==> src/rtl/jsl_pkg.sv <==
// ----------------------------------------------------------------------------
// jsl_pkg
// Types, register indexes, sequencer states and fixed-point helpers shared by
// the joint stress law block and its arithmetic units.
// ----------------------------------------------------------------------------
`default_nettype none

package jsl_pkg;

    localparam int CFG_W  = 40;
    localparam int CFG_AW = 3;

    localparam logic [CFG_AW-1:0] REG_YOUNG    = 3'd0;
    localparam logic [CFG_AW-1:0] REG_POISSON  = 3'd1;
    localparam logic [CFG_AW-1:0] REG_MAX_COMP = 3'd2;
    localparam logic [CFG_AW-1:0] REG_MAX_TENS = 3'd3;
    localparam logic [CFG_AW-1:0] REG_FRICTION = 3'd4;

    localparam logic [48:0] CAP48     = 49'h1_0000_0000_0000;
    localparam logic [49:0] POS_MAX   = 50'h0_7FFF_FFFF_FFFF;
    localparam logic [49:0] NEG_MAX   = 50'h0_8000_0000_0000;
    localparam logic [15:0] NU_NEG1   = 16'h8000;

    typedef struct packed {
        logic               func;
        logic               in_contact;
        logic signed [31:0] strain_shear_x;
        logic signed [31:0] strain_shear_y;
        logic signed [31:0] strain_normal;
    } in_t;

    typedef struct packed {
        logic signed [47:0] stress_shear_x;
        logic signed [47:0] stress_shear_y;
        logic signed [47:0] stress_normal;
        logic [39:0]        stiff_xx;
        logic [39:0]        stiff_nn;
        logic signed [47:0] stiff_xn;
        logic signed [47:0] stiff_yn;
        logic               is_broken;
        logic               saturated;
    } out_t;

    typedef enum logic [4:0] {
        ST_IDLE, ST_SX, ST_SY, ST_SN, ST_RX, ST_RY, ST_RN, ST_CPL,
        ST_SQX, ST_SQY, ST_SQRT, ST_CHKT, ST_CHKN, ST_MAXF, ST_GDIV,
        ST_FR, ST_QX, ST_FX, ST_QY, ST_FY, ST_DONE
    } state_t;

    typedef struct packed {
        logic        start;
        logic [63:0] a;
        logic [63:0] b;
    } mul_req_t;

    typedef struct packed {
        logic         done;
        logic [127:0] p;
    } mul_rsp_t;

    typedef struct packed {
        logic        start;
        logic [63:0] n;
        logic [63:0] d;
    } div_req_t;

    typedef struct packed {
        logic        done;
        logic [63:0] q;
    } div_rsp_t;

    typedef struct packed {
        logic        start;
        logic [63:0] v;
    } sqrt_req_t;

    typedef struct packed {
        logic        done;
        logic [31:0] root;
    } sqrt_rsp_t;

    typedef struct packed {
        logic [47:0] val;
        logic        sat;
    } sgn_t;

    // product >> sh, capped at 2^48
    function automatic logic [48:0] sat_shr(input logic [127:0] p, input logic [6:0] sh);
        logic [127:0] r;
        r = p >> sh;
        return (r > {79'd0, CAP48}) ? CAP48 : r[48:0];
    endfunction

    // apply sign to a magnitude, clamping to the 48-bit signed range
    function automatic sgn_t signed_out(input logic neg, input logic [49:0] mag);
        sgn_t o;
        o.sat = 1'b0;
        if (!neg) begin
            if (mag > POS_MAX) begin
                o.val = POS_MAX[47:0];
                o.sat = 1'b1;
            end else begin
                o.val = mag[47:0];
            end
        end else begin
            if (mag > NEG_MAX) begin
                o.val = NEG_MAX[47:0];
                o.sat = 1'b1;
            end else begin
                o.val = 48'd0 - mag[47:0];
            end
        end
        return o;
    endfunction

endpackage

`default_nettype wire

==> src/rtl/jsl_mul.sv <==
// ----------------------------------------------------------------------------
// jsl_mul
// 64x64 -> 128 unsigned multiplier, one 32x32 partial product per cycle,
// partial products registered before they are accumulated.
// ----------------------------------------------------------------------------
`default_nettype none

module jsl_mul (
    input  wire logic              aclk,
    input  wire logic              aresetn,
    input  wire jsl_pkg::mul_req_t req,
    output jsl_pkg::mul_rsp_t      rsp
);
    import jsl_pkg::*;

    logic         busy_reg, busy_next;
    logic         done_reg, done_next;
    logic         pv_reg, pv_next;
    logic [2:0]   cnt_reg, cnt_next;
    logic [1:0]   sh_reg, sh_next;
    logic [63:0]  a_reg, a_next, b_reg, b_next, pp_reg, pp_next;
    logic [127:0] acc_reg, acc_next;
    logic [31:0]  a_half, b_half;
    logic [127:0] acc_add;

    always_comb begin
        a_half  = cnt_reg[1] ? a_reg[63:32] : a_reg[31:0];
        b_half  = cnt_reg[0] ? b_reg[63:32] : b_reg[31:0];
        acc_add = {64'd0, pp_reg} << {sh_reg, 5'd0};

        busy_next = busy_reg;
        done_next = 1'b0;
        pv_next   = pv_reg;
        cnt_next  = cnt_reg;
        sh_next   = sh_reg;
        a_next    = a_reg;
        b_next    = b_reg;
        pp_next   = pp_reg;
        acc_next  = acc_reg;

        if (req.start) begin
            busy_next = 1'b1;
            pv_next   = 1'b0;
            cnt_next  = 3'd0;
            a_next    = req.a;
            b_next    = req.b;
            acc_next  = 128'd0;
        end else if (busy_reg) begin
            if (pv_reg) begin
                acc_next = acc_reg + acc_add;
            end
            if (!cnt_reg[2]) begin
                pp_next  = a_half * b_half;
                sh_next  = {cnt_reg[1] & cnt_reg[0], cnt_reg[1] ^ cnt_reg[0]};
                pv_next  = 1'b1;
                cnt_next = cnt_reg + 3'd1;
            end else begin
                busy_next = 1'b0;
                pv_next   = 1'b0;
                done_next = 1'b1;
            end
        end
    end

    always_ff @(posedge aclk) begin
        if (!aresetn) begin
            busy_reg <= 1'b0;
            done_reg <= 1'b0;
            pv_reg   <= 1'b0;
            cnt_reg  <= 3'd0;
        end else begin
            busy_reg <= busy_next;
            done_reg <= done_next;
            pv_reg   <= pv_next;
            cnt_reg  <= cnt_next;
        end
        sh_reg  <= sh_next;
        a_reg   <= a_next;
        b_reg   <= b_next;
        pp_reg  <= pp_next;
        acc_reg <= acc_next;
    end

    assign rsp.done = done_reg;
    assign rsp.p    = acc_reg;

endmodule

`default_nettype wire

==> config.mk <==
export PLATFORM = sky130hd
export DESIGN_NAME = jsl_mul
export DESIGN_NICKNAME = d
export VERILOG_FILES = /design/src/rtl/jsl_pkg.sv /design/src/rtl/jsl_mul.sv
export SDC_FILE = /design/constraint.sdc
export NUM_CORES = 2
export LEC_CHECK = 0
export ABC_AREA = 1
export BUFFER_PORTS_ARGS = -buffer_cell sky130_fd_sc_hd__buf_2
export CORE_ASPECT_RATIO = 0.6
export CORE_MARGIN = 3
export CORE_UTILIZATION = 50
export CTS_CLUSTER_DIAMETER = 60
export DETAILED_ROUTE_END_ITERATION = 8
export GPL_TIMING_DRIVEN = 0
export PLACE_DENSITY = 0.64
export SYNTH_ARGS = -nofsm -noshare
export SYNTH_HDL_FRONTEND = slang
export SYNTH_SLANG_ARGS = --single-unit
==> constraint.sdc <==
create_clock -name aclk -period 9.1 [get_ports aclk]
set_input_delay 1.365 -clock aclk [delete_from_list [all_inputs] [get_ports aclk]]
set_output_delay 1.365 -clock aclk [all_outputs]
set_load 0.05 [all_outputs]
=== Word level (Yosys, flattened, before mapping) ===
Index checks and enable logic that the tools add are counted.

* Latch bits: 0
* Word-level logic and storage cells: 32
* Bits in read-only memories: 0
* Input bits: 131
* RAM bits: 0
* Memories kept: 0
* Output and inout port bits: 129
* Flip-flop bits (word level): 328

* Order comparisons: 0
* Div/mod/pow operators: 0
* Add/sub/neg operators: 2
* Multiplexer cells: 7
* Shift operators: 1
* $mul: 1
* Reduce and logical (&&, ||, !) cells: 5
* Bitwise operators: 6
* Eq/ne operators: 0

{| class="wikitable"
|+ Operators by type and width
! cell !! count
|-
| adder 128 bit || 1
|-
| << shifter 64 x 7 -> 128 bit || 1
|-
| multiplier 32 x 32 -> 64 bit || 1
|-
| two-way mux 32 bit || 2
|-
| two-way mux 1 bit || 4
|-
| NOT 1 bit || 4
|-
| AND reduction 2 bit || 2
|-
| adder 3 x 1 -> 3 bit (second input constant) || 1
|-
| two-way mux 3 bit || 1
|-
| AND reduction 3 bit || 1
|-
| OR reduction 3 bit || 1
|-
| OR reduction 2 bit || 1
|-
| AND 1 bit || 1
|-
| XOR 1 bit || 1
|}

=== Logic depth before layout (Yosys ltp) ===
* Word-level depth: 3
* Mapped depth: 37
* Gate-level depth less buffers: 34

=== Least setup slack after synthesis ===
OpenSTA, ideal clock, no wires.

* Path kind: reg2reg
* From: reg cnt_reg[0]
* To: reg pp_reg[57], data pin
* Arrival time: 6.838 ns
* Required time: 8.844 ns
* Path buffers: 3
* Stages on the path, launching flop included: 34
* Period minus slack after synthesis: 7.095 ns
* Setup time: 0.256 ns
* Slack: 2.005 ns
* Cell sequence: dfxtp_1 buf_4 inv_2 clkbuf_1 or2_2 o21ai_1 buf_2 nor2_1 fa_1 fa_1 inv_1 fa_1 fa_1 inv_1 fa_1 fa_1 fa_1 inv_1 fa_1 inv_1 ha_1 nand2_1 nor2_1 inv_1 nor2_1 inv_1 nor2_1 nand3_1 nand3_1 nand2_1 inv_1 nor2_1 nand2_1 nand2_1

* Word-level cells in the longest chain between the ends: 2

{| class="wikitable"
|+ RTL lines
! item !! line !! text
|-
| start, declared || jsl_mul.sv:19 || <nowiki>logic [2:0] cnt_reg, cnt_next;</nowiki>
|-
| start signal, assigned || jsl_mul.sv:75 || <nowiki>cnt_reg <= cnt_next;</nowiki>
|-
| two-way mux 32 bit || jsl_mul.sv:28 || <nowiki>b_half = cnt_reg[0] ? b_reg[63:32] : b_reg[31:0];</nowiki>
|-
| multiplier 32 x 32 -> 64 bit || jsl_mul.sv:53 || <nowiki>pp_next = a_half * b_half;</nowiki>
|-
| end signal, assigned || jsl_mul.sv:80 || <nowiki>pp_reg <= pp_next;</nowiki>
|-
| end, declared || jsl_mul.sv:21 || <nowiki>logic [63:0] a_reg, a_next, b_reg, b_next, pp_reg, pp_next;</nowiki>
|}

Every way passes these cells.
A chain may end at the register's enable or synchronous reset.

=== Final worst setup path ===
* From: reg cnt_reg[0]
* To: reg pp_reg[53], data pin

Same word-level chain as after synthesis.

==> flow_summary_export.csv <==
group,metric,value,unit
synthesis,netlist_area,60000,µm²
min_path,min_path_type,"reg -> reg",
layout,mostFrequentLayoutCell,"nand2_1",
route,post_drt_wl_per_cell,28.1,µm
critical_path,arrival,9.53,ns
synthesis,synth_mux_area_frac,0,
clock_network,clock-sinks,328,
floorplanning,dieHeight,274,µm
route,postRouteAntennaNets,0,
layout,fillers,11700,
route,via_per_inst,5.73,
timing,drv_slew,24,
floorplanning,row_count,97,
synthesis,yosysWarnings,0,
clock_network,cts-root-buf,"clkbuf_16",
layout,syn2layout_area_growth,9.84,%
synthesis,synthTopCellsByArea,"fa_1, nand2_1, inv_1",
synthesis,synthAdderAreaFrac,0.381,
route,drt_iter0_drc,10000,
synthesis,yosysTopAreaCell,"fa_1",
timing,setup_ws,-0.0767,ns
grt,antenna_found_initial,18,
timing,setup_viol,1,
synthesis,synth_fp_nets,10000,
layout,largest_register_ffs,128,
floorplanning,initial_core_util,0.509,
floorplanning,dieWidth,453,µm
clock_network,cts.clk_slew.worst_paths,0.06,ns
place,globalplace.congestion,1.20,
grt,grt_max_degree,102,
run_status,violations,"capacitance limit, slew limit, setup timing",
synthesis,ys_types,43,
synthesis,synth_top_family_by_area,"adder cells",
synthesis,synth-seq-cells,328,
timing,skew,0.0297,ns
grt,grt_pass1_wl,403,mm
critical_path,crit_top_cell,"fa_1",
timing,period_share,1.01,
timing,slew_headroom,-0.0640,
synthesis,synthFlopType,"edfxtp_1",
clock_network,cts_buffers,42,
timing,finalHoldViolCount,0,
timing,holdWs,0.469,ns
clock_network,cts_tree,"yes",
synthesis,synth_compound_area_frac,0.0481,
grt,globalRouteOverflowTotal,0,
grt,grt.total_usage,0.470,
grt,grt_pass1_vias,54300,
synthesis,synth_top_area_share,0.299,
clock_network,cts-hold-fix-buffers,0,
route,wirelength,297,mm
timing,max_freq,109,MHz
synthesis,synthSimpleGateAreaFrac,0.261,
floorplanning,num_io_pins,260,
route,drc_errors,0,
synthesis,yosysSeqAreaShare,0.142,
floorplanning,dieArea,124000,µm²
critical_path,cp_top_family,"adder cells",
synthesis,synth_xor_area_frac,0.0168,
timing,worstMarginPinSlew,1.58,ns
critical_path,critPathBufInv,10,
synthesis,synth-edff-count,194,
critical_path,endpoint_kind,"flop",
clock_network,clkLatencyLatePin,0.64,ns
critical_path,worstSetupPathType,"reg -> reg",
layout,most-common-layout-cells,"nand2_1, inv_1, nor2_1",
route,vias,60600,
route,drtPass1Iterations,9,
synthesis,synth_cells,8583,
layout,drive_gt1_frac,0.0952,
timing,grt_setup_unrepaired,"no",
place,io_buffer_count,259,
critical_path,worst-path-max-fanout,10,
synthesis,async_flop_share,0,
timing,layout_min_cycle_time,9.18,ns
critical_path,cp-start-kind,"flop",
layout,nets,10300,
run_status,status,"complete, but fails checks",
flow_run,maxCapViolations,7,
critical_path,cpPeakStageDelay,0.62,ns
clock_network,htree_levels,2,
place,place_hpwl,255,mm
floorplanning,core-area,118000,µm²
synthesis,synth.avg_cell_area,6.99,µm²
critical_path,critical_path.slowest_cell,"ha_1",
critical_path,crit_required,9.46,ns
clock_network,cts_buffer_depth,3,
==> stage by stage <==
step | utilization | setup slack (ns) | TNS [ns] | cells | area, µm²
3_5_place_dp | 0.539 | -1.16 | -28.04 | 10400 | 63500
3_3_place_gp | 0.537 | -1.14 | -31.78 | 10400 | 63300
6_report | 0.559 | -0.0767 | -0.0767 | 10600 | 65900
5_1_grt | 0.559 | 0.00438 | 0 | 10500 | 65900
2_1_floorplan | - | 2.01 | 0 | 8583 | 60000
4_1_cts | 0.554 | 0.000209 | 0 | 10500 | 65300
==> worst paths after layout <==
check / startpoint / endpoint / slack, ns / cells after the start
worst max-delay path: cnt_reg[0] / pp_reg[53] / -0.08 / 29
worst min register to register: pv_reg / pv_reg / 0.47 / 2
worst min-delay path: pv_reg / pv_reg / 0.47 / 2
worst max register to register: cnt_reg[0] / pp_reg[53] / -0.08 / 29
==> cell usage after synthesis (34+ instances only) <==
| library cell | count |
|---|---|
| a21oi_1 | 166 |
| buf_2 | 65 |
| clkbuf_1 | 161 |
| dfxtp_1 | 134 |
| edfxtp_1 | 194 |
| fa_1 | 897 |
| ha_1 | 391 |
| inv_1 | 2085 |
| inv_2 | 66 |
| nand2_1 | 2259 |
| nand2_2 | 48 |
| nand3_1 | 189 |
| nor2_1 | 1257 |
| nor2_2 | 52 |
| nor3_1 | 34 |
| o21ai_0 | 208 |
| xor2_1 | 96 |
==> final cells by class <==
| class | count | area, µm² | area share |
|---|---|---|---|
| diodes | 22 | 55.1 | 0.000835 |
| plain buffers | 225 | 1260 | 0.0191 |
| clock buffers | 52 | 1160 | 0.0176 |
| clock inverters | 26 | 267 | 0.00404 |
| inverters | 2173 | 8210 | 0.124 |
| multi-input cells | 5850 | 42700 | 0.648 |
| flip-flops and latches | 328 | 8510 | 0.129 |
| well taps | 1584 | 1980 | 0.0301 |
| repair buffers | 305 | 1800 | 0.0272 |
==> routing by layer <==
| layer | GRT usage | routed length (µm) | part of all wire |
|---|---|---|---|
| met1 | 0.679 | 123000 | 0.42 |
| met4 | 0.0995 | 7970 | 0.027 |
| met3 | 0.367 | 68000 | 0.23 |
| met2 | 0.507 | 95300 | 0.32 |
| met5 | 0.118 | 2390 | 0.0081 |
==> kinds of logic (layout without fill, tap and decap cells) <==
group,Yosys count,after routing
DFF,328,328
and+or+nand+nor,3931,3931
adders and majority gates,1288,1288
AOI/OAI and AO/OA,516,516
other,0,22
buffers and inverters,2405,2781
xor gates and xnor gates,115,115
==> tightest hold or removal path, stage by stage, from the launching register on <==
cell and delay [ns]:
dfxtp_1 0.31, nand2_1 0.06, a21oi_1 0.05
==> repair_timing <==
action	in CTS	in global routing
setup endpoints to repair	41	37
setup buffers	11	21
endpoints found under the hold margin	0	0
resized for setup	115	248
pin swaps	2	4
Power is left out: the tool's default activity adds up to more than one toggle a clock period on the data nets, which glitch-free logic cannot reach.
