`src/rtl/jsl_pkg.sv`:
```
// ----------------------------------------------------------------------------
// jsl_pkg
// Types, register indexes, sequencer states and fixed-point helpers shared by
// the joint stress law block and its arithmetic units.
// ----------------------------------------------------------------------------
`default_nettype none

package jsl_pkg;

    localparam int CFG_W  = 40;
    localparam int CFG_AW = 3;

    localparam logic [CFG_AW-1:0] REG_YOUNG    = 3'd0;
    localparam logic [CFG_AW-1:0] REG_POISSON  = 3'd1;
    localparam logic [CFG_AW-1:0] REG_MAX_COMP = 3'd2;
    localparam logic [CFG_AW-1:0] REG_MAX_TENS = 3'd3;
    localparam logic [CFG_AW-1:0] REG_FRICTION = 3'd4;

    localparam logic [48:0] CAP48     = 49'h1_0000_0000_0000;
    localparam logic [49:0] POS_MAX   = 50'h0_7FFF_FFFF_FFFF;
    localparam logic [49:0] NEG_MAX   = 50'h0_8000_0000_0000;
    localparam logic [15:0] NU_NEG1   = 16'h8000;

    typedef struct packed {
        logic               func;
        logic               in_contact;
        logic signed [31:0] strain_shear_x;
        logic signed [31:0] strain_shear_y;
        logic signed [31:0] strain_normal;
    } in_t;

    typedef struct packed {
        logic signed [47:0] stress_shear_x;
        logic signed [47:0] stress_shear_y;
        logic signed [47:0] stress_normal;
        logic [39:0]        stiff_xx;
        logic [39:0]        stiff_nn;
        logic signed [47:0] stiff_xn;
        logic signed [47:0] stiff_yn;
        logic               is_broken;
        logic               saturated;
    } out_t;

    typedef enum logic [4:0] {
        ST_IDLE, ST_SX, ST_SY, ST_SN, ST_RX, ST_RY, ST_RN, ST_CPL,
        ST_SQX, ST_SQY, ST_SQRT, ST_CHKT, ST_CHKN, ST_MAXF, ST_GDIV,
        ST_FR, ST_QX, ST_FX, ST_QY, ST_FY, ST_DONE
    } state_t;

    typedef struct packed {
        logic        start;
        logic [63:0] a;
        logic [63:0] b;
    } mul_req_t;

    typedef struct packed {
        logic         done;
        logic [127:0] p;
    } mul_rsp_t;

    typedef struct packed {
        logic        start;
        logic [63:0] n;
        logic [63:0] d;
    } div_req_t;

    typedef struct packed {
        logic        done;
        logic [63:0] q;
    } div_rsp_t;

    typedef struct packed {
        logic        start;
        logic [63:0] v;
    } sqrt_req_t;

    typedef struct packed {
        logic        done;
        logic [31:0] root;
    } sqrt_rsp_t;

    typedef struct packed {
        logic [47:0] val;
        logic        sat;
    } sgn_t;

    // product >> sh, capped at 2^48
    function automatic logic [48:0] sat_shr(input logic [127:0] p, input logic [6:0] sh);
        logic [127:0] r;
        r = p >> sh;
        return (r > {79'd0, CAP48}) ? CAP48 : r[48:0];
    endfunction

    // apply sign to a magnitude, clamping to the 48-bit signed range
    function automatic sgn_t signed_out(input logic neg, input logic [49:0] mag);
        sgn_t o;
        o.sat = 1'b0;
        if (!neg) begin
            if (mag > POS_MAX) begin
                o.val = POS_MAX[47:0];
                o.sat = 1'b1;
            end else begin
                o.val = mag[47:0];
            end
        end else begin
            if (mag > NEG_MAX) begin
                o.val = NEG_MAX[47:0];
                o.sat = 1'b1;
            end else begin
                o.val = 48'd0 - mag[47:0];
            end
        end
        return o;
    endfunction

endpackage

`default_nettype wire

```
`src/rtl/jsl_sqrt.sv`:
```
// ----------------------------------------------------------------------------
// jsl_sqrt
// Floor square root of a 64-bit value, one root bit per cycle.
// ----------------------------------------------------------------------------
`default_nettype none

module jsl_sqrt (
    input  wire logic               aclk,
    input  wire logic               aresetn,
    input  wire jsl_pkg::sqrt_req_t req,
    output jsl_pkg::sqrt_rsp_t      rsp
);
    import jsl_pkg::*;

    logic        busy_reg, busy_next;
    logic        done_reg, done_next;
    logic [4:0]  cnt_reg, cnt_next;
    logic [63:0] v_reg, v_next;
    logic [35:0] rem_reg, rem_next;
    logic [31:0] root_reg, root_next;
    logic [35:0] rem_sh, trial;

    always_comb begin
        rem_sh    = {rem_reg[33:0], v_reg[63:62]};
        trial     = {2'b00, root_reg, 2'b01};
        busy_next = busy_reg;
        done_next = 1'b0;
        cnt_next  = cnt_reg;
        v_next    = v_reg;
        rem_next  = rem_reg;
        root_next = root_reg;
        if (req.start) begin
            busy_next = 1'b1;
            cnt_next  = 5'd0;
            v_next    = req.v;
            rem_next  = 36'd0;
            root_next = 32'd0;
        end else if (busy_reg) begin
            if (rem_sh >= trial) begin
                rem_next  = rem_sh - trial;
                root_next = {root_reg[30:0], 1'b1};
            end else begin
                rem_next  = rem_sh;
                root_next = {root_reg[30:0], 1'b0};
            end
            v_next   = {v_reg[61:0], 2'b00};
            cnt_next = cnt_reg + 5'd1;
            if (cnt_reg == 5'd31) begin
                busy_next = 1'b0;
                done_next = 1'b1;
            end
        end
    end

    always_ff @(posedge aclk) begin
        if (!aresetn) begin
            busy_reg <= 1'b0;
            done_reg <= 1'b0;
            cnt_reg  <= 5'd0;
        end else begin
            busy_reg <= busy_next;
            done_reg <= done_next;
            cnt_reg  <= cnt_next;
        end
        v_reg    <= v_next;
        rem_reg  <= rem_next;
        root_reg <= root_next;
    end

    assign rsp.done = done_reg;
    assign rsp.root = root_reg;

endmodule

`default_nettype wire

```
`config.mk`:
```
export PLATFORM = sky130hd
export DESIGN_NAME = jsl_sqrt
export DESIGN_NICKNAME = d
export VERILOG_FILES = /design/src/rtl/jsl_pkg.sv /design/src/rtl/jsl_sqrt.sv
export SDC_FILE = /design/constraint.sdc
export NUM_CORES = 1
export LEC_CHECK = 0
export BUFFER_PORTS_ARGS = -buffer_cell sky130_fd_sc_hd__buf_2
export CORE_MARGIN = 2
export CORE_UTILIZATION = 40
export DETAILED_ROUTE_END_ITERATION = 10
export GPL_TIMING_DRIVEN = 1
export PLACE_DENSITY = 0.62
export SETUP_SLACK_MARGIN = 0.4
export SYNTH_ARGS = -nofsm -noshare
export SYNTH_HDL_FRONTEND = slang
export SYNTH_SLANG_ARGS = --single-unit
export TNS_END_PERCENT = 100
```
`constraint.sdc`:
```
create_clock -name aclk -period 4.7 [get_ports aclk]
set_clock_uncertainty 0.2 [all_clocks]
set_input_delay 0.235 -clock aclk [delete_from_list [all_inputs] [get_ports aclk]]
set_output_delay 0.235 -clock aclk [all_outputs]
set_load 0.005 [all_outputs]
```
Yosys cells after proc, flatten, opt, wreduce, memory -nomap -nowiden --
Index checks and enable logic that the tools add are counted.
Storage, ports and cells: output and inout port bits 33, bits in registers 137, word-level logic and storage cells 23, bits of input ports 67
Cells by class: reduce and logical (&&, ||, !) cells 3, add/sub/neg operators 2, equality and inequality tests 1, bitwise operators 2, order comparisons 1, mux-type cells 8
Operators by type and width (number):
- $mux W64 | 2
- $ge A36 B34 Y1 | 1
- $mux W34 | 1
- $sub A34 B34 Y34 | 1
- $add A5 B1 Y5 const B | 1
- $eq A5 B5 Y1 const B | 1
- $mux W1 | 5
- $reduce_or A3 Y1 | 1
- $not A1 Y1 | 2
- $reduce_bool A2 Y1 | 1
- $reduce_or A2 Y1 | 1

Longest topological paths before layout --
Gate-level depths: netlist of the first run.
depth after elaboration 4, gate-level depth with buffers 13

Worst setup path before layout of the first run --
Ideal clock, no wire load.
path type reg2reg, from reg root_reg[22], to reg rem_reg[10], data required time 4412 ps, cell stages (with the launch flop) 13, path buffers 2, data arrival time 2640 ps, path slack 1772 ps, clock period less this slack 2928 ps, setup time 88 ps, path through dfxtp_1 inv_1 ha_1 buf_2 nand4_2 or3_1 or3_1 o21ai_2 a2111oi_4 and2_1 buf_6 a31o_1 a311oi_2
On the way: longest elaborated chain between the ends 2
Ends and longest elaborated chain:
- from (decl) | RTL line jsl_sqrt.sv:20 | logic [31:0] root_reg, root_next;
- from (signal assigned) | RTL line jsl_sqrt.sv:67 | root_reg <= root_next;
- $ge A36 B34 Y1 | RTL line jsl_sqrt.sv:39 | if (rem_sh >= trial) begin
- $mux W34 | RTL line jsl_sqrt.sv:39
- to (signal assigned) | RTL line jsl_sqrt.sv:66 | rem_reg <= rem_next;
- to (decl) | RTL line jsl_sqrt.sv:19 | logic [35:0] rem_reg, rem_next;
No other way between the ends. A chain may end at the register's enable or synchronous reset.

Worst setup path in the final report of the first run --
from reg root_reg[15], to reg rem_reg[3]
Same word-level chain as after synthesis.

==> results of run 1 <==
## routing by layer
| metal | routed length [um] | vias to the layer above | track usage (%) |
|---|---|---|---|
| li1 | - | 3089 | - |
| met1 | 8410 | 2843 | 24.4 |
| met2 | 8320 | 136 | 29.1 |
| met3 | 1030 | 13 | 5.42 |
| met4 | 158 | 0 | 5.05 |
| met5 | 0 | - | 0 |
## what timing repair did
action / CTS / global route
hold endpoints to repair: 71 / 0
setup buffers: 0 / 0
hold buffers: 65 / 0
## where the power goes
group | switching (mW) | internal (mW)
clock | 0.553 | 0.839
combinational | 1.52 | 1.03
sequential | 0.111 | 1.42
total | 2.18 | 3.28
## cell families after synthesis
family / count (synthesis) / share of synthesized area, %
flip-flops: 137 / 44.4
buffers and inverters: 83 / 4.61
AO/OA/AOI/OAI: 169 / 15.3
multiplexers: 100 / 14.2
adder cells (fa/ha/maj): 36 / 5.91
AND/OR/NAND/NOR: 215 / 12.6
XOR/XNOR: 26 / 2.99
## synthesized netlist by cell type (7+ instances only)
| library cell | instances |
|---|---|
| nor2_1 | 78 |
| nand2_1 | 75 |
| dfxtp_1 | 73 |
| edfxtp_1 | 64 |
| mux2_2 | 63 |
| a21oi_1 | 48 |
| inv_1 | 41 |
| mux2i_1 | 37 |
| ha_1 | 36 |
| o21ai_0 | 26 |
| clkbuf_1 | 22 |
| a311oi_1 | 20 |
| xor2_1 | 14 |
| xnor2_1 | 12 |
| buf_2 | 9 |
| nand3_1 | 9 |
| nor3_1 | 8 |
| a21o_1 | 7 |
| nand4_1 | 7 |
## cell type report
type / instances / area share (%)
multi-input cells: 546 / 40.9
flip-flops and latches: 137 / 35.6
repair buffers: 171 / 12.6
clock buffers: 18 / 4.51
well taps: 234 / 3.07
clock inverters: 13 / 1.77
inverters: 41 / 1.62
## metrics by stage
step / total power, mW / hold WS (ps) / setup WS, ps
after global routing: 5.85 / 157 / 790
after CTS: 5.48 / 118 / 1080
after floorplan: 3.56 / 153 / 1770
after global placement: 4.04 / 266 / 1210
final: 5.47 / 119 / 1100
after detailed placement: 4.03 / 275 / 1120
## path summary, 6_finish.rpt
check | start | slack (ps) | end | depth (start not counted)
setup / recovery | root_reg[15] | 1100 | rem_reg[3] | 11
hold / removal | req[64] | 120 | root_reg[31] | 2
setup reg to reg | root_reg[15] | 1100 | rem_reg[3] | 11
hold reg to reg | rem_reg[2] | 290 | rem_reg[2] | 2
==> flow_metrics.tcl, run 1 <==
set metrics [dict create \
    cp_slowest_cell "and2_1" \
    final_area_mm2 0.00953 \
    wl_um 17900 \
    synth_top_area_share_pct 25.2 \
    mostFrequentLayoutCell "buf_2" \
    dp_hpwl_um 11500 \
    largest_reg_flops 64 \
    clock-sinks 137 \
    nets 1017 \
    endpoint_kind "flip-flop" \
    multi_input_area_mm2 0.00389 \
    fin_cells 1160 \
    numCtsBuffers 17 \
    relSlewSlack_pct 47.3 \
    synth_seq_cells 137 \
    critPathBufInv 2 \
    grt-ovfl-total 0 \
    yosysTopAreaCell "edfxtp_1" \
    fin_util_pct 50.9 \
    grt_pass1_vias 5858 \
    setup_viol 0 \
    placementRows 50 \
    start_kind "flip-flop" \
    final_layout_size_suffix_gt1_share_pct 22.8 \
    dieArea_mm2 0.0202 \
    synth_cells 766 \
    finalMaxSlewViolations 0 \
    final_cell_mix "98 x buf_2, 78 x nor2_1, 75 x nand2_1, 72 x dfxtp_1, 65 x dlygate4sd3_1" \
    path_cells "inv_1 -> ha_1 -> a21oi_1 -> o21ai_2 -> a21oi_1 -> o21ai_0 -> o2111ai_2 -> and2_1 -> buf_4 -> nand2_1 -> a311oi_1" \
    syn2layout_area_growth_pct 24.9 \
    start_util_pct 40.8 \
    syn-num-nets 869 \
    synthFlopType "dfxtp_1" \
    synth_cell_type_count 64 \
    drtIter0Drc 346 \
    seqCellArea_mm2 0.00339 \
    vias_per_cell 5.24 \
    drtPass1Iterations 5 \
    cts_tree "yes" \
    ctsResizeCount 0 \
    power.leakage_nw 3.85 \
    yosys_warnings 0 \
    drc 0 \
    power.density_mw_per_mm2 574 \
    netlist_area_mm2 0.00763 \
    status "complete, no violations" \
    fin_crit_sh_pct 76.7 \
    ios 100 \
    crit_type "flip-flop to flip-flop" \
    rsz0062_at_grt "no" \
    die_width_um 142 \
    crit_fanout 21 \
    required_ps 4820 \
    final.min_clock_period_ps 3600 \
    grt_max_degree 67 \
    crit_top_cell "a21oi_1" \
    drv_cap 0 \
    yosysSeqAreaShare_pct 44.4 \
    fmax_ghz 0.277 \
    placed_cells 1064 \
    cts-root-buf "clkbuf_16" \
    worstHoldPathType "primary input to flip-flop" \
    grt_usage_pct 18.3 \
    coreArea_mm2 0.0187 \
    peakVddDrop_mv 0.407 \
    die_h_um 142 \
    antenna_cells 0 \
    htreeDepth 4 \
    antenna_found_initial 0 \
    clkTransAtPathRegs_ps 70 \
    async_reset_ff_share_pct 0 \
    fillerInstances 1690 \
    drtAntennaViolNets 0 \
    cpPeakStageDelay_ps 490 \
    crit_family "compound AO/OA/AOI/OAI gates" \
    syn_avg_cell_area_um2 9.96 \
    grt_pass1_wl_um 29500 \
    drt-wirelength-per-cell_um 15.4 \
    via_count 6081 \
    clockBufferDepth 2 \
    crit_arrival_ps 3730 \
    synth_edf_count 64 \
    gp_congestion 0.869 \
    netlist_top_cells_area "edfxtp_1 25%, dfxtp_1 19%, mux2_2 9.3%" \
    clk_latency_ps 430 \
    io_buffers 99 \
    tightest_slew_ps 784 \
    tns_ps 0 \
    finalHoldViolations 0 \
    dpl-instance-area_mm2 0.00828 \
]
Note: power is estimated with default switching activity, not from simulation.
==> run 2, diff against run 1 <==
--- a/config.mk
+++ b/config.mk
@@ -5,6 +5,7 @@
 export SDC_FILE = /design/constraint.sdc
 export NUM_CORES = 1
 export LEC_CHECK = 0
+export ABC_AREA = 1
 export BUFFER_PORTS_ARGS = -buffer_cell sky130_fd_sc_hd__buf_2
 export CORE_MARGIN = 2
 export CORE_UTILIZATION = 40
==> constraint.sdc (replaced) <==
create_clock -name aclk -period 3.65 [get_ports aclk]
set_clock_uncertainty 0.2 [all_clocks]
set_input_delay 0.1825 -clock aclk [delete_from_list [all_inputs] [get_ports aclk]]
set_output_delay 0.1825 -clock aclk [all_outputs]
set_load 0.005 [all_outputs]
==> run 2 against run 1 <==
Compared with the run above: sequential power rose by 30%; critical path depth grew 1; largest cell class unchanged; cell count up 38%; sequential cell count stayed put; sequential share of layout area down 2.1 points; first-iteration DRC count is 47% higher.
==> flow_metrics.tcl, run 2 <==
set metrics [dict create \
    status "complete, no violations" \
    grt_pass1_wl_um 38000 \
    p_sw_mw 5.49 \
    grt-ovfl-total 0 \
    clkTransAtPathRegs_ps 60 \
    largest_reg_flops 64 \
    p_clk_share_pct 17.0 \
    rsz0062_at_grt "no" \
    min_to "rem_reg[13]" \
    power.density_mw_per_mm2 1040 \
    syn_avg_cell_area_um2 6.98 \
    numCtsBuffers 17 \
    synth_common_cells "518 x nand2_1, 157 x inv_1, 73 x dfxtp_1, 73 x nand3_1, 64 x edfxtp_1" \
    drv_cap 0 \
    grt_pass1_vias 7471 \
    antenna_found_initial 0 \
    synth_seq_cells 137 \
    grt_usage_pct 22.1 \
    yosys_warnings 0 \
    drtAntennaViolNets 0 \
    via_count 7718 \
    netlist_area_mm2 0.00813 \
    ctsResizeCount 0 \
    finalHoldViolations 0 \
    fin_util_pct 50.3 \
    placementRows 52 \
    endpoint_kind "flip-flop" \
    cts-root-buf "clkbuf_16" \
    netlist_top_cells_area "nand2_1 24%, edfxtp_1 24%, dfxtp_1 18%" \
    tightest_slew_ps 1160 \
    fmax_ghz 0.342 \
    synth_edf_count 64 \
    ios 100 \
    wl_um 23400 \
    worst_slack_ps 723 \
    clk_latency_ps 440 \
    yosysTopAreaCell "nand2_1" \
    htreeDepth 4 \
    relSlewSlack_pct 22.7 \
    power_mw 10.5 \
    power.leakage_nw 5.23 \
    required_ps 3780 \
    grt_max_degree 65 \
    combPwrFrac_pct 64.1 \
    fin_crit_sh_pct 80.2 \
    async_reset_ff_share_pct 0 \
    peakVddDrop_mv 0.587 \
    finalMaxSlewViolations 0 \
    cts_tree "yes" \
    crit_arrival_ps 3060 \
    p_seq_share_pct 18.9 \
    syn2layout_area_growth_pct 24.5 \
    synth.most_common_cell "nand2_1" \
    drc 0 \
    power_switching_share_pct 52.2 \
    r2r-start "root_reg[13]" \
    synth_cell_type_count 36 \
    synth_top_area_share_pct 23.9 \
    nets 1424 \
    clockBufferDepth 2 \
    rrSetupSlack_ps 720 \
    r2r_cells 12 \
    dp_slack_ps 630 \
    tns_ps 0 \
    final_area_mm2 0.0101 \
    dpl-instance-area_mm2 0.00885 \
    dp_hpwl_um 15900 \
    die_h_um 147 \
    hold_depth 5 \
    dieArea_mm2 0.0215 \
    io_buffers 99 \
    reg2reg_to "rem_reg[29]" \
    placed_cells 1505 \
    drtPass1Iterations 5 \
    synth_cells 1164 \
    drt-wirelength-per-cell_um 14.6 \
    final_cell_mix "518 x nand2_1, 156 x inv_1, 99 x buf_2, 73 x nand3_1, 73 x dfxtp_1" \
    yosysSeqAreaShare_pct 41.6 \
    gp_congestion 0.961 \
    hold_slack_ps 192 \
    vias_per_cell 4.81 \
    die_width_um 147 \
    final.min_clock_period_ps 2930 \
    worstHoldStart "req[64]" \
    setup_viol 0 \
    coreArea_mm2 0.0201 \
    crit_type "flip-flop to flip-flop" \
    start_kind "flip-flop" \
    synthFlopType "dfxtp_1" \
    internal_power_mw 5.03 \
    crit_fanout 18 \
    drtIter0Drc 507 \
    mostFrequentLayoutCell "nand2_1" \
    worstHoldPathType "primary input to flip-flop" \
    syn-num-nets 1267 \
    start_util_pct 40.4 \
    final_layout_size_suffix_gt1_share_pct 11.8 \
    fillerInstances 2060 \
    clock-sinks 137 \
    fin_cells 1604 \
    antenna_cells 0 \
]
==> run 2: changes by cell type after synthesis, moves of 7 or more <==
cell	before	now
xor2_1	14	7
nand3_1	9	73
o21ai_0	26	12
nand3b_1	0	11
mux2_2	63	0
nand2_1	75	518
a21oi_1	48	32
o22ai_1	2	31
nor2_1	78	54
inv_1	41	157
a311oi_1	20	0
mux2i_1	37	0
==> run 2: cell families after synthesis <==
kind of cell    after synthesis  share of synthesized area (%)
flops                       137                           41.6
xor+xnor                     19                           2.05
buf+inv                     192                           9.42
fa+ha+maj                    36                           5.54
compound gates               92                           6.53
simple gates                688                           34.8
==> run 2: worst max-delay path, stage by stage, from the launching register on <==
cell,delay [ps]
dfxtp_1,320
inv_1,80
ha_1,350
a21oi_1,280
nand2_1,170
a21oi_1,280
nand3_2,220
nand3_4,300
nand2_8,180
nand2_2,250
nand2_1,80
nand2_1,70
nand2_1,40
==> run 2: worst max-delay path by stage <==
| stage | from | to | slack [ps] | cells past startpoint |
|---|---|---|---|---|
| 3_3_place_gp | root_reg[13] | rem_reg[29] | 630 | 12 |
| 4_1_cts | root_reg[13] | rem_reg[29] | 620 | 12 |
| 6_report | root_reg[13] | rem_reg[29] | 720 | 12 |
| 2_1_floorplan | busy_reg | v_reg[0] | 1320 | 4 |
| 3_5_place_dp | root_reg[13] | rem_reg[29] | 630 | 12 |
| 5_1_grt | root_reg[11] | rem_reg[28] | 470 | 14 |
==> run 2: timing repair <==
item                                    4_1_cts  5_1_grt
hold buffers                                 65        0
buffers inserted                              0        0
endpoints found under the setup margin        0        8
hold endpoints to repair                     71        0
==> run 2: layout make-up <==
| cell class | instances | area (um^2) | area share (%) |
|---|---|---|---|
| clock inverter | 15 | 164 | 1.62 |
| multi-input combinational | 837 | 4000 | 39.6 |
| tap | 270 | 338 | 3.34 |
| clock buffer | 17 | 425 | 4.21 |
| inverter | 158 | 596 | 5.89 |
| sequential | 137 | 3380 | 33.5 |
| timing repair buffer | 170 | 1200 | 11.9 |
==> run 2: power by group through the flow <==
| stage | Combinational (mW) | Sequential [mW] | Clock [mW] |
|---|---|---|---|
| finish | 6.74 | 1.99 | 1.78 |
| global route | 7.57 | 2.01 | 1.87 |
| CTS | 6.49 | 1.99 | 1.81 |
| detailed placement | 6.41 | 2.02 | 0 |
| global placement | 6.41 | 2.02 | 0 |
| floorplan | 5.05 | 1.97 | 0 |
==> run 2: layer usage <==
layer	vias up	wire, um	track usage [%]
met5	-	0	0
met4	0	359	6.21
met3	25	1300	4.41
met2	202	11000	36.6
met1	3489	10800	29.5
li1	4002	-	-
==> run 3, diff against run 2 <==
==> constraint.sdc (replaced) <==
create_clock -name aclk -period 2.84 [get_ports aclk]
set_clock_uncertainty 0.2 [all_clocks]
set_input_delay 0.142 -clock aclk [delete_from_list [all_inputs] [get_ports aclk]]
set_output_delay 0.142 -clock aclk [all_outputs]
set_load 0.005 [all_outputs]
==> run 3 against run 2 <==
Compared with the run above: largest power group unchanged; first-iteration DRC count shrank 0.79%; clock power is 15% higher; largest cell class unchanged; sequential power grew 32%; clock-buffer cell count is 3 higher; cell area up 6.2%; non-clock buffer count up 19; critical path depth up 2; sequential share of layout area is 1.9 points lower.
==> flow_metrics.tcl, run 3 (synthesized netlist as in run 2, its figures left out) <==
set metrics [dict create \
    status "complete, no violations" \
    crit_arrival_ps 2440 \
    finalHoldViolations 0 \
    crit_family "simple AND/OR/NAND/NOR gates" \
    placementRows 52 \
    drc 0 \
    setup_viol 0 \
    final_cell_mix "505 x nand2_1, 147 x inv_1, 99 x buf_2, 73 x dfxtp_1, 70 x nand3_1" \
    grt_usage_pct 21.6 \
    clockBufferDepth 2 \
    endpoint_kind "flip-flop" \
    relSlewSlack_pct 23.2 \
    power.leakage_nw 5.36 \
    r2r_cells 14 \
    grt-ovfl-total 0 \
    power.density_mw_per_mm2 1350 \
    final.min_clock_period_ps 2320 \
    rsz0062_at_grt "yes" \
    gp_congestion 1.02 \
    r2r-start "root_reg[0]" \
    antenna_cells 0 \
    die_width_um 147 \
    fillerInstances 1879 \
    peakVddDrop_mv 0.688 \
    final_layout_size_suffix_gt1_share_pct 17.8 \
    drtIter0Drc 503 \
    coreArea_mm2 0.0201 \
    die_h_um 147 \
    grt_pass1_wl_um 37100 \
    cp_slowest_cell "ha_2" \
    clock-sinks 137 \
    clkTransAtPathRegs_ps 60 \
    drt-wirelength-per-cell_um 14.3 \
    critPathBufInv 2 \
    dieArea_mm2 0.0215 \
    nets 1442 \
    drv_cap 0 \
    fmax_ghz 0.431 \
    cts_tree "yes" \
    numCtsBuffers 17 \
    via_count 7848 \
    wl_um 23200 \
    tns_ps 0 \
    drtAntennaViolNets 0 \
    cpPeakStageDelay_ps 390 \
    crit_start "root_reg[0]" \
    start_util_pct 40.4 \
    io_buffers 99 \
    crit_type "flip-flop to flip-flop" \
    final_area_mm2 0.0107 \
    crit_fanout 8 \
    hold_depth 2 \
    fin_cells 1622 \
    antenna_found_initial 0 \
    cts-root-buf "clkbuf_16" \
    htreeDepth 4 \
    worstHoldPathType "flip-flop to flip-flop" \
    ios 100 \
    worstHoldStart "rem_reg[32]" \
    start_kind "flip-flop" \
    fin_crit_sh_pct 81.8 \
    largest_reg_flops 64 \
    grt_max_degree 55 \
    crit_top_cell "nand2_1" \
    mostFrequentLayoutCell "nand2_1" \
    dp_hpwl_um 15600 \
    clk_latency_ps 420 \
    grt_pass1_vias 7687 \
    vias_per_cell 4.84 \
    tightest_slew_ps 1150 \
    required_ps 2960 \
    finalMaxSlewViolations 0 \
    placed_cells 1513 \
    cp_num_cells 14 \
    drtPass1Iterations 5 \
    path_cells "inv_1 -> ha_2 -> nand2_1 -> nor2_1 -> nand2_1 -> nor2_2 -> nand2_2 -> a21oi_4 -> nor2_4 -> nand2_8 -> buf_4 -> nand2_1 -> nand3_1 -> nand2_1" \
    syn2layout_area_growth_pct 32.2 \
    dpl-instance-area_mm2 0.00891 \
]
==> run 3: power by group <==
| group | total [mW] | internal, mW | switching (mW) | leakage [nW] |
|---|---|---|---|---|
| Sequential | 2.62 | 2.38 | 0.232 | 1.25 |
| Combinational | 9.81 | 3.73 | 6.08 | 3.86 |
| Clock | 2.05 | 1.13 | 0.922 | 0.248 |
==> run 3: through the flow <==
| stage | utilization (%) | hold slack, ps | power (mW) | setup slack (ps) |
|---|---|---|---|---|
| 2_1_floorplan | - | 61.2 | 9.03 | 507 |
| 3_3_place_gp | 44.3 | 197 | 10.8 | 285 |
| 3_5_place_dp | 44.3 | 199 | 10.8 | 251 |
| 4_1_cts | 50.8 | 254 | 13.5 | 417 |
| 5_1_grt | 53.4 | 277 | 15.7 | 366 |
| 6_report | 53.4 | 255 | 14.5 | 517 |
==> run 3: worst min-delay path, stage by stage, from the launching register on <==
cell and delay, ps:
dfxtp_1 310, nand2_1 60, nand2_1 50
==> run 3: layout make-up <==
cell class | instances | area [um^2] | area share (%)
multi-input combinational | 836 | 4490 | 41.9
sequential | 137 | 3380 | 31.5
timing repair buffer | 189 | 1400 | 13.0
inverter | 158 | 596 | 5.55
clock buffer | 20 | 437 | 4.07
tap | 270 | 338 | 3.15
clock inverter | 12 | 92.6 | 0.862
==> run 3: final timing paths <==
kind	slack, ps	end
max	520	rem_reg[20]
min	250	rem_reg[32]
max reg2reg	520	rem_reg[20]
min reg2reg	250	rem_reg[32]
==> run 3: layer usage <==
metal	global-route usage, %	vias up	share of wire, %
met4	6.75	0	2.0
met5	0	-	0
met1	27.8	3546	45
li1	-	4033	-
met2	36.0	239	47
met3	5.06	30	6.6
==> run 3: repair_timing <==
item / CTS / global route
endpoints found under the hold margin: 71 / 0
setup buffers: 6 / 4
pin swaps: 3 / 11
hold buffers: 66 / 0
gates cloned: 1 / 0
setup endpoints to repair: 35 / 35
resized for setup: 13 / 78
